## src/rtl/wsd_pkg.sv

```systemverilog
// ============================================================================
// wsd_pkg
// Shared constants and types for the Welford sum-of-squared-deviations block.
// ============================================================================
package wsd_pkg;

  // Default widths of the sample and of the sample counter.
  localparam int unsigned SampleWidthDef = 32;
  localparam int unsigned CountWidthDef  = 32;

  // Fixed port widths of the stream fields.
  localparam int unsigned SampleFieldW = 32;
  localparam int unsigned SumW         = 63;

  // Bit positions of the input flags inside in_tuser.
  localparam int unsigned UserPresentBit = 0;
  localparam int unsigned UserStartBit   = 1;
  localparam int unsigned UserErrorBit   = 2;

  // Digit width of the iterative multiplier.
  localparam int unsigned MulDigitW = 16;

  // Handshake status of an iterative arithmetic unit.
  typedef struct packed {
    logic busy;
    logic done;
  } wsd_unit_stat_t;

endpackage

```

## src/rtl/wsd_div.sv

```systemverilog
// ============================================================================
// wsd_div
// Restoring radix-2 divider: one quotient bit per cycle.
// ============================================================================
module wsd_div
  import wsd_pkg::*;
#(
  parameter int unsigned DW = 48,
  parameter int unsigned VW = 32
) (
  input  logic          clk,
  input  logic          rst_n,
  input  logic          start,
  input  logic [DW-1:0] dividend,
  input  logic [VW-1:0] divisor,
  output logic [DW-1:0] quotient,
  output wsd_unit_stat_t stat
);

  localparam int unsigned CntW = $clog2(DW + 1);

  logic [VW-1:0]   rem_r, rem_nxt;
  logic [DW-1:0]   quo_r, quo_nxt;
  logic [CntW-1:0] cnt_r, cnt_nxt;
  logic            busy_r, busy_nxt;
  logic            done_r, done_nxt;
  logic [VW:0]     trial;
  logic [VW:0]     trial_sub;
  logic            ge;

  // One trial subtraction of the shifted remainder against the divisor.
  assign trial     = {rem_r, quo_r[DW-1]};
  assign ge        = trial >= {1'b0, divisor};
  assign trial_sub = trial - {1'b0, divisor};

  always_comb begin
    rem_nxt  = rem_r;
    quo_nxt  = quo_r;
    cnt_nxt  = cnt_r;
    busy_nxt = busy_r;
    done_nxt = 1'b0;
    if (start) begin
      rem_nxt  = '0;
      quo_nxt  = dividend;
      cnt_nxt  = CntW'(DW);
      busy_nxt = 1'b1;
    end else if (busy_r) begin
      rem_nxt = ge ? trial_sub[VW-1:0] : trial[VW-1:0];
      quo_nxt = {quo_r[DW-2:0], ge};
      cnt_nxt = cnt_r - CntW'(1);
      if (cnt_r == CntW'(1)) begin
        busy_nxt = 1'b0;
        done_nxt = 1'b1;
      end
    end
  end

  // Control state.
  always_ff @(posedge clk) begin
    if (!rst_n) begin
      busy_r <= 1'b0;
      done_r <= 1'b0;
      cnt_r  <= '0;
    end else begin
      busy_r <= busy_nxt;
      done_r <= done_nxt;
      cnt_r  <= cnt_nxt;
    end
  end

  // Datapath registers.
  always_ff @(posedge clk) begin
    rem_r <= rem_nxt;
    quo_r <= quo_nxt;
  end

  assign quotient  = quo_r;
  assign stat.busy = busy_r;
  assign stat.done = done_r;

endmodule

```

## src/rtl/wsd_mul.sv

```systemverilog
// ============================================================================
// wsd_mul
// Iterative unsigned multiplier: one 16-bit digit of b per cycle, shift-add.
// ============================================================================
module wsd_mul
  import wsd_pkg::*;
#(
  parameter int unsigned AW = 48,
  parameter int unsigned ND = 3
) (
  input  logic               clk,
  input  logic               rst_n,
  input  logic               start,
  input  logic [AW-1:0]      a,
  input  logic [AW-1:0]      b,
  output logic [AW+MulDigitW*ND-1:0] product,
  output wsd_unit_stat_t     stat
);

  localparam int unsigned BW   = MulDigitW * ND;
  localparam int unsigned PW   = AW + BW;
  localparam int unsigned PadW = PW - AW - MulDigitW;
  localparam int unsigned CntW = $clog2(ND + 1);

  logic [AW-1:0]           a_r;
  logic [BW-1:0]           b_r;
  logic [PW-1:0]           acc_r, acc_nxt;
  logic [CntW-1:0]         cnt_r, cnt_nxt;
  logic                    busy_r, busy_nxt;
  logic                    done_r, done_nxt;
  logic [AW+MulDigitW-1:0] partial;
  logic [BW-1:0]           b_ext;

  // Multiplier operand widened to a whole number of digits.
  assign b_ext = BW'(b);

  // One digit product, added at the top of the shifting accumulator.
  assign partial = (AW + MulDigitW)'(a_r) * (AW + MulDigitW)'(b_r[MulDigitW-1:0]);

  always_comb begin
    acc_nxt  = acc_r;
    cnt_nxt  = cnt_r;
    busy_nxt = busy_r;
    done_nxt = 1'b0;
    if (start) begin
      acc_nxt  = '0;
      cnt_nxt  = CntW'(ND);
      busy_nxt = 1'b1;
    end else if (busy_r) begin
      acc_nxt = {{MulDigitW{1'b0}}, acc_r[PW-1:MulDigitW]} + {partial, {PadW{1'b0}}};
      cnt_nxt = cnt_r - CntW'(1);
      if (cnt_r == CntW'(1)) begin
        busy_nxt = 1'b0;
        done_nxt = 1'b1;
      end
    end
  end

  // Control state.
  always_ff @(posedge clk) begin
    if (!rst_n) begin
      busy_r <= 1'b0;
      done_r <= 1'b0;
      cnt_r  <= '0;
    end else begin
      busy_r <= busy_nxt;
      done_r <= done_nxt;
      cnt_r  <= cnt_nxt;
    end
  end

  // Operands and accumulator; the multiplier digits shift out from the bottom.
  always_ff @(posedge clk) begin
    acc_r <= acc_nxt;
    if (start) begin
      a_r <= a;
      b_r <= b_ext;
    end else if (busy_r) begin
      b_r <= {{MulDigitW{1'b0}}, b_r[BW-1:MulDigitW]};
    end
  end

  assign product   = acc_r;
  assign stat.busy = busy_r;
  assign stat.done = done_r;

endmodule

```

## src/rtl/welford_sum_sq_dev.sv

```systemverilog
// ============================================================================
// welford_sum_sq_dev
// One-pass (Welford) accumulator of the sum of squared deviations from the
// running mean, built around a serial divider and a digit multiplier.
// ============================================================================
//
//  channel | ports                         | beat contents
//  --------+-------------------------------+---------------------------------
//  input   | in_tvalid / in_tready         | tdata: sample_value; tuser:
//          | in_tdata[31:0], in_tuser[2:0] | present, start_group, error
//  result  | out_tvalid / out_tready       | tdata: sum_sq_dev; tuser:
//          | out_tdata[63:0], out_tuser[0] | result_null
//
// A beat with a sample goes from acceptance through the states DELTA, DIV,
// MEAN, DEV, MUL and SUM to FIN; the serial divider computing delta / count
// takes the longest of these. A beat without a sample goes from IDLE to FIN.
// One beat is in work at a time; in_tready is high only when the sequencer
// is idle. A result waiting on out_tready does not block the next input
// beat, only the write of the following result. Synchronous active-low
// reset clears the count, the mean and the sum.
//
module welford_sum_sq_dev
  import wsd_pkg::*;
#(
  parameter int unsigned SAMPLE_WIDTH = SampleWidthDef,
  parameter int unsigned COUNT_WIDTH  = CountWidthDef
) (
  input  logic        clk,
  input  logic        rst_n,
  input  logic        in_tvalid,
  output logic        in_tready,
  input  logic [31:0] in_tdata,   // [31:0] sample_value
  input  logic [2:0]  in_tuser,   // [0] sample_present, [1] start_group, [2] upstream_error
  output logic        out_tvalid,
  input  logic        out_tready,
  output logic [63:0] out_tdata,  // [62:0] sum_sq_dev, [63] zero
  output logic [0:0]  out_tuser   // [0] result_null
);

  localparam int unsigned MW   = SAMPLE_WIDTH + 16;
  localparam int unsigned ND   = (MW + MulDigitW - 1) / MulDigitW;
  localparam int unsigned PW   = MW + MulDigitW * ND;
  localparam int unsigned PXW  = PW + 96;
  localparam int unsigned EXTW = SAMPLE_WIDTH + SampleFieldW;

  typedef enum logic [7:0] {
    S_IDLE  = 8'b0000_0001,
    S_DELTA = 8'b0000_0010,
    S_DIV   = 8'b0000_0100,
    S_MEAN  = 8'b0000_1000,
    S_DEV   = 8'b0001_0000,
    S_MUL   = 8'b0010_0000,
    S_SUM   = 8'b0100_0000,
    S_FIN   = 8'b1000_0000
  } state_t;

  state_t                 st_r, st_nxt;
  logic [COUNT_WIDTH-1:0] count_r, count_base;
  logic [MW-1:0]          mean_r;
  logic [SumW-1:0]        sum_r;
  logic [MW-1:0]          xq_r;
  logic                   err_r;
  logic                   neg_r;
  logic [MW-1:0]          mag_r;
  logic                   out_valid_r;
  logic [SumW-1:0]        out_sum_r;
  logic                   out_null_r;

  logic                   in_acc;
  logic                   present, start_grp;
  logic [EXTW-1:0]        sample_ext;
  logic [MW:0]            diff;
  logic [MW:0]            diff_neg;
  logic [MW-1:0]          mag_nxt;
  logic [MW-1:0]          dev_nxt;
  logic [MW-1:0]          quo;
  logic [PW-1:0]          prod;
  logic [PXW-1:0]         prod_ext;
  logic                   prod_sat;
  logic [SumW-1:0]        inc;
  logic [SumW:0]          sum_add;
  logic                   out_free;
  logic                   is_null;
  wsd_unit_stat_t         div_stat, mul_stat;

  assign in_tready = (st_r == S_IDLE);
  assign in_acc    = in_tvalid && in_tready;
  assign present   = in_tuser[UserPresentBit];
  assign start_grp = in_tuser[UserStartBit];
  assign out_free  = !out_valid_r || out_tready;

  // Low SAMPLE_WIDTH bits of the field, zero-extended and scaled to Q32.16.
  assign sample_ext = {{SAMPLE_WIDTH{1'b0}}, in_tdata};

  // Signed delta between sample and old mean, split into sign and magnitude.
  assign diff     = {xq_r[MW-1], xq_r} - {mean_r[MW-1], mean_r};
  assign diff_neg = -diff;
  assign mag_nxt  = diff[MW] ? diff_neg[MW-1:0] : diff[MW-1:0];

  // Deviation from the new mean; the mean never crosses the sample.
  assign dev_nxt = neg_r ? (mean_r - xq_r) : (xq_r - mean_r);

  // Product scaled from Q.32 to Q.0 with saturation of the increment.
  assign prod_ext = PXW'(prod);
  assign prod_sat = |prod_ext[PXW-1:95];
  assign inc      = prod_sat ? {SumW{1'b1}} : prod_ext[94:32];
  assign sum_add  = {1'b0, sum_r} + {1'b0, inc};

  // Count after a possible group start, before this sample is counted.
  assign count_base = start_grp ? '0 : count_r;
  assign is_null    = (count_r == '0) || err_r;

  wsd_div #(
    .DW (MW),
    .VW (COUNT_WIDTH)
  ) u_div (
    .clk      (clk),
    .rst_n    (rst_n),
    .start    (st_r == S_DELTA),
    .dividend (mag_nxt),
    .divisor  (count_r),
    .quotient (quo),
    .stat     (div_stat)
  );

  wsd_mul #(
    .AW (MW),
    .ND (ND)
  ) u_mul (
    .clk     (clk),
    .rst_n   (rst_n),
    .start   (st_r == S_DEV),
    .a       (mag_r),
    .b       (dev_nxt),
    .product (prod),
    .stat    (mul_stat)
  );

  // Sequencer.
  always_comb begin
    st_nxt = st_r;
    unique case (st_r)
      S_IDLE: begin
        if (in_acc) begin
          st_nxt = present ? S_DELTA : S_FIN;
        end
      end
      S_DELTA: st_nxt = S_DIV;
      S_DIV: begin
        if (div_stat.done && !div_stat.busy) begin
          st_nxt = S_MEAN;
        end
      end
      S_MEAN: st_nxt = S_DEV;
      S_DEV:  st_nxt = S_MUL;
      S_MUL: begin
        if (mul_stat.done && !mul_stat.busy) begin
          st_nxt = S_SUM;
        end
      end
      S_SUM: st_nxt = S_FIN;
      S_FIN: begin
        if (out_free) begin
          st_nxt = S_IDLE;
        end
      end
      default: st_nxt = S_IDLE;
    endcase
  end

  // Group state and output register.
  always_ff @(posedge clk) begin
    if (!rst_n) begin
      st_r        <= S_IDLE;
      count_r     <= '0;
      mean_r      <= '0;
      sum_r       <= '0;
      out_valid_r <= 1'b0;
    end else begin
      st_r <= st_nxt;
      if (in_acc) begin
        if (present && (count_base != '1)) begin
          count_r <= count_base + COUNT_WIDTH'(1);
        end else begin
          count_r <= count_base;
        end
        if (start_grp) begin
          mean_r <= '0;
          sum_r  <= '0;
        end
      end
      if (st_r == S_MEAN) begin
        mean_r <= neg_r ? (mean_r - quo) : (mean_r + quo);
      end
      if (st_r == S_SUM) begin
        sum_r <= sum_add[SumW] ? {SumW{1'b1}} : sum_add[SumW-1:0];
      end
      if ((st_r == S_FIN) && out_free) begin
        out_valid_r <= 1'b1;
      end else if (out_tready) begin
        out_valid_r <= 1'b0;
      end
    end
  end

  // Per-item payload registers.
  always_ff @(posedge clk) begin
    if (in_acc) begin
      xq_r  <= {sample_ext[SAMPLE_WIDTH-1:0], 16'h0000};
      err_r <= in_tuser[UserErrorBit];
    end
    if (st_r == S_DELTA) begin
      neg_r <= diff[MW];
      mag_r <= mag_nxt;
    end
    if ((st_r == S_FIN) && out_free) begin
      out_sum_r  <= is_null ? '0 : sum_r;
      out_null_r <= is_null;
    end
  end

  assign out_tvalid = out_valid_r;
  assign out_tdata  = {1'b0, out_sum_r};
  assign out_tuser  = out_null_r;

endmodule
```

## config.mk

```make
export PLATFORM = sky130hd
export DESIGN_NAME = welford_sum_sq_dev
export DESIGN_NICKNAME = d
export VERILOG_FILES = /design/src/rtl/wsd_pkg.sv /design/src/rtl/wsd_div.sv /design/src/rtl/wsd_mul.sv /design/src/rtl/welford_sum_sq_dev.sv
export SDC_FILE = /design/constraint.sdc
export NUM_CORES = 2
export LEC_CHECK = 0
export BUFFER_PORTS_ARGS = -buffer_cell sky130_fd_sc_hd__buf_4
export CELL_PAD_IN_SITES_DETAIL_PLACEMENT = 1
export CELL_PAD_IN_SITES_GLOBAL_PLACEMENT = 2
export CORE_MARGIN = 2
export CORE_UTILIZATION = 41
export CTS_CLUSTER_SIZE = 12
export DETAILED_ROUTE_END_ITERATION = 16
export PLACE_DENSITY = 0.87
export SYNTH_ARGS = -nofsm -noshare
export SYNTH_HDL_FRONTEND = slang
export SYNTH_SLANG_ARGS = --single-unit
```

## constraint.sdc

```tcl
create_clock -name clk -period 11.1 [get_ports clk]
set_input_delay 1.11 -clock clk [delete_from_list [all_inputs] [get_ports clk]]
set_output_delay 1.11 -clock clk [all_outputs]
set_load 0.1 [all_outputs]
```

After elaboration in Yosys (flattened, before gate mapping). Index checks and enable logic that the tools add are counted.

Flip-flop bits (word level): 582. Bits in latches: 0. RAM bits: 0. Memory bits (read-only): 0. Output and inout port bits: 67. Logic and storage cells: 117. Memories: 0.

Add/sub/neg operators: 12. Multiply operators: 1. Div/mod/pow operators: 0. Magnitude comparators: 1. Equal/unequal tests: 15. Shifts and indexed selects: 0. Multiplexer cells: 38. Bitwise logic cells: 3. Reduce and logical (&&, ||, !) cells: 24.

Operator list (number): two-way mux 48 bit (10); two-way mux 63 bit (5); subtractor 48 bit (3); adder 80 x 96 -> 96 bit (1); two-way mux 32 bit (3); adder 63 x 63 -> 64 bit (1); multiplier 48 x 16 -> 64 bit (1); one-hot mux 8 bit (8 select lines) (1); subtractor 48 x 48 -> 49 bit (1); adder 48 bit (1); negation 48 bit (1); two-way mux 8 bit (5); >= comparator 33 x 32 -> 1 bit (1); adder 32 x 1 -> 32 bit, second input constant (1); logical NOT 32 bit (1); != test 32 bit, second input constant (1); subtractor 32 bit (1); nonzero test 2 bit (7); two-way mux 6 bit (2); two-way mux 1 bit (10); equality test 8 x 1 -> 1 bit, second input constant (1); equality test 8 x 2 -> 1 bit, second input constant (1); equality test 8 x 3 -> 1 bit, second input constant (1); equality test 8 x 4 -> 1 bit, second input constant (1); 19 further kinds (33).

Logic depth before layout (Yosys ltp).
Word-level depth: 4. Depth in mapped cells: 38. Gate-level depth less buffers: 36.

Cells and area by module. From an unflattened synthesis, not the netlist that was laid out.

Cell total of the unflattened synthesis: 7321. Area, all modules: 63970.1 sq um.

By module, submodules not included: wsd_mul (times used 1, cells an instance 3797, area an instance 34042.6 sq um, sequential area each 4884.7 sq um); welford_sum_sq_dev (times used 1, cells an instance 2906, area an instance 24100.6 sq um, sequential area each 7427.1 sq um); wsd_div (times used 1, cells an instance 618, area an instance 5826.8 sq um, sequential area each 2242.2 sq um).

Worst setup path before layout. OpenSTA, ideal clock, no wires.

Path kind: register to register. Start: register u_mul.b_r[1]. End: register u_mul.acc_r[90] (netlist: u_mul.product[90]). Setup time: 0.129 ns. Data arrival time: 8.987 ns. Slack: 1.985 ns. Stages on the path, launching flop included: 37. Clock period less this slack: 9.115 ns. Cell sequence: edfxtp_1 clkbuf_1 clkbuf_1 nand2_1 fa_1 inv_1 fa_1 inv_1 fa_1 inv_1 fa_1 fa_1 inv_1 fa_1 inv_1 ha_1 clkbuf_1 a21oi_1 o21a_1 or4b_2 nand4_1 nor2_1 o21ai_0 xor2_1 ha_1 clkbuf_1 a21o_1 a21o_1 a21oi_1 nand2_1 or2_2 o211a_1 a2111oi_0 nor4_1 nand3_1 xor2_1 o21ai_0.

Longest elaborated chain between the ends: 2.

RTL lines: start: declaration (line wsd_mul.sv:26) `logic [BW-1:0] b_r;`; start signal: assignment (line wsd_mul.sv:77) `b_r <= b_ext;`; start signal: assignment (line wsd_mul.sv:79) `b_r <= {{MulDigitW{1'b0}}, b_r[BW-1:MulDigitW]};`; multiplier 48 x 16 -> 64 bit (line wsd_mul.sv:38) `assign partial = (AW + MulDigitW)'(a_r) * (AW + MulDigitW)'(b_r[MulDigitW-1:0]);`; adder 80 x 96 -> 96 bit (line wsd_mul.sv:50) `acc_nxt = {{MulDigitW{1'b0}}, acc_r[PW-1:MulDigitW]} + {partial, {PadW{1'b0}}};`; end signal: assignment (line wsd_mul.sv:74) `acc_r <= acc_nxt;`; end: declaration (line wsd_mul.sv:27) `logic [PW-1:0] acc_r, acc_nxt;`.

Every way passes these cells. A chain may end at the register's enable or synchronous reset.

Worst setup path after layout.
Start: register u_mul.b_r[1]. End: register u_mul.acc_r[94] (netlist: u_mul.product[94]).

Same word-level chain as after synthesis.

==> out/qor.yml <==
logic_synthesis:
  synth_seq_cells: 550
  postSynthCellCount: 7226
  ys_warn_count: 0
  avgSynthCellArea_um2: 8.57
  ys_seq_area_share_pct: 22.5
  synth_flop_cell: "edfxtp_1"
  synthArstFlopShare_pct: 0
  netlist_area_um2: 61900
  synthDistinctLibCells: 93
  synth_edf_count: 290
  synth_nets: 8309
placed_design:
  routabilityCongestion: 0.945
  io_buffers: 104
  place_area_um2: 64500
  dp_slack_ns: 1.04
  hpwl_um: 156000
  dp_cells: 9052
floorplanning:
  rows: 142
  initial_utilization_pct: 41.3
  core_region_area_um2: 150000
  die_h_um: 393
  ioPinCount: 106
  dieArea_um2: 154000
  die_x_um: 393
clock_network:
  clock-sinks: 550
  cts.hold.buffers_added: 0
  tritoncts: "done"
  numCtsBuffers: 72
  cts_htree_levels: 3
  clock_latency_ns: 0.71
  cts_root_buffer: "clkbuf_16"
  post_cts_resized: 0
  clkSlewWorstSetupHoldPaths_ns: 0.07
  post-cts-setup-buffers: 0
  cts_buffer_depth: 3
setup_path:
  cp_slowest_stage_delay_ns: 0.93
  end_kind: "flip-flop"
  startpoint_type: "flip-flop"
  cp-startpoint: "u_mul.b_r[1]"
  cp_slowest_cell: "edfxtp_1"
  r2r_cells: 33
  critPathBufInv: 6
  r2r_slack_ns: 0.96
  arrival_ns: 10.73
  cpMostUsedCell: "fa_1"
  crit_required_ns: 11.70
  crit-reg2reg-launch: "u_mul.b_r[1]"
  path_class: "reg2reg"
  crit_family: "adder cells"
  cp_max_fo: 17
  timing.rr.end: "u_mul.product[94]"
drt:
  wl_per_cell_um: 22.0
  drcViolationCount: 0
  wl_met3_um: 8470
  first_pass_iters: 5
  topRoutingLayerUsed: "met5"
  wl_met1_um: 89800
  via_count: 51400
  viasPerCell: 5.60
  dr.first_iter.drc_count: 2925
  route.met2.wl_um: 97100
  drtAntennaViolNets: 0
  wl_um: 202000
run_status:
  outcome: "finished with violations"
  violations: "capacitance limit, slew limit"
pwr:
  vdd_drop_max_uv: 133
  p_leak_nw: 31.0
  p_per_area_nw_per_um2: 95.6
  power_mw: 6.40
global_route:
  gr-total-overflow: 0
  antenna_found_initial: 11
  track_usage_pct: 26.3
  grt_pass1_wl_um: 318000
  grt_pass1_vias: 55000
  grt_max_degree: 97
sta:
  tightest_slew_ns: 1.54
  fmax_mhz: 98.6
  skew_ns: 0.0558
  finalMaxSlewViolations: 4
  worst_slack_ns: 0.963
  slew_headroom_pct: -4.01
  fin_crit_ns: 10.14
  finalSetupTns_ns: 0
  hold_slack_ns: 0.413
  setup_violations: 0
  grt_setup_unrepaired: "false"
  hold_violations: 0
  finalCritPeriodShare_pct: 91.3
final_layout:
  finalNonFillerCells: 9188
  design_area_um2: 67000
  drive_gt1_share_pct: 6.04
  fin_util_pct: 44.7
  area_growth_pct: 8.14
  layout_common_cells: "nand2_1, inv_1, fa_1"
  multi_input_area_um2: 43500
  fill_cells: 17800
  final_common_cell: "nand2_1"
  nNetsFinal: 8194
  regArea_um2: 13900
hold_path:
  hp-start: "mag_r[36]"
  hp-class: "reg2reg"
  hold_end: "u_mul.a_r[36]"
  hold_depth: 0
flow_run:
  cap_viol_max_count: 2
[kinds of logic after synthesis]
logic type                 Yosys count  share of synthesized area [%]
adders and majority gates         1044                           28.9
xor gates and xnor gates           439                           6.21
other                                1                        0.00605
AOI/OAI and AO/OA                 1469                           14.9
muxes                               86                           1.43
buffers and inverters             1207                           7.34
and+or+nand+nor                   2430                           18.7
DFF                                550                           22.5
[area by class of cell]
class / instances / share of cell area (%)
antenna: 2 / 0.00747
clock inverter: 41 / 0.730
clock buffer: 92 / 2.99
tap: 2016 / 3.77
multi-input combinational: 5469 / 65.0
sequential: 550 / 20.8
timing repair buffer: 175 / 2.04
inverter: 843 / 4.73
[worst max-delay path by stage]
stage	slack, ns	depth (start not counted)	end
detailed placement	1.04	33	u_mul.product[94]
finish	0.96	33	u_mul.product[94]
global placement	1.08	33	u_mul.product[94]
floorplan	1.98	36	u_mul.product[90]
CTS	0.96	33	u_mul.product[94]
global route	0.25	33	u_mul.product[90]
[where the power goes]
group          internal [mW]  switching [mW]
logic                  0.612           0.947
clock network           1.46            1.04
registers               2.26          0.0857
total                   4.33            2.07
[registers in the layout (all words and copies together) (netlist names)]
signal          cells
mean_r             48
u_mul.a_r          48
count_r            32
u_div.rem_r        32
u_mul.product      64
out_sum_r          63
mag_r              48
u_mul.b_r          48
u_div.busy_r        1
u_div.cnt_r         6
u_mul.done_r        1
xq_r               32
sum_r              63
err_r               1
u_div.quotient     48
u_div.done_r        1
u_mul.busy_r        1
u_mul.cnt_r         2
st_r                8
neg_r               1
out_tvalid          1
out_tuser           1
[synthesized netlist by cell type (all sizes together) (69+ instances only)]
cell type     n  area, um2
a21o        264       1980
a21oi       462       2310
and2        360       2250
clkbuf      334       1250
dfxtp       260       5200
edfxtp      290       8710
fa          647      13000
ha          397       4970
inv         840       3150
mux2i        69        691
nand2      1033       3880
nand3       109        546
nand4        79        494
nor2        393       1480
nor3         90        472
o21ai       323       1620
or2          79        494
xnor2       290       2540
xor2        149       1310
[metal layers]
metal  vias up  track usage [%]
li1      23700                -
met1     26300             35.2
met2      1078             44.6
met3       297             2.82
met4         6             8.16
met5         -                0
(Power assumes the default switching activity.)
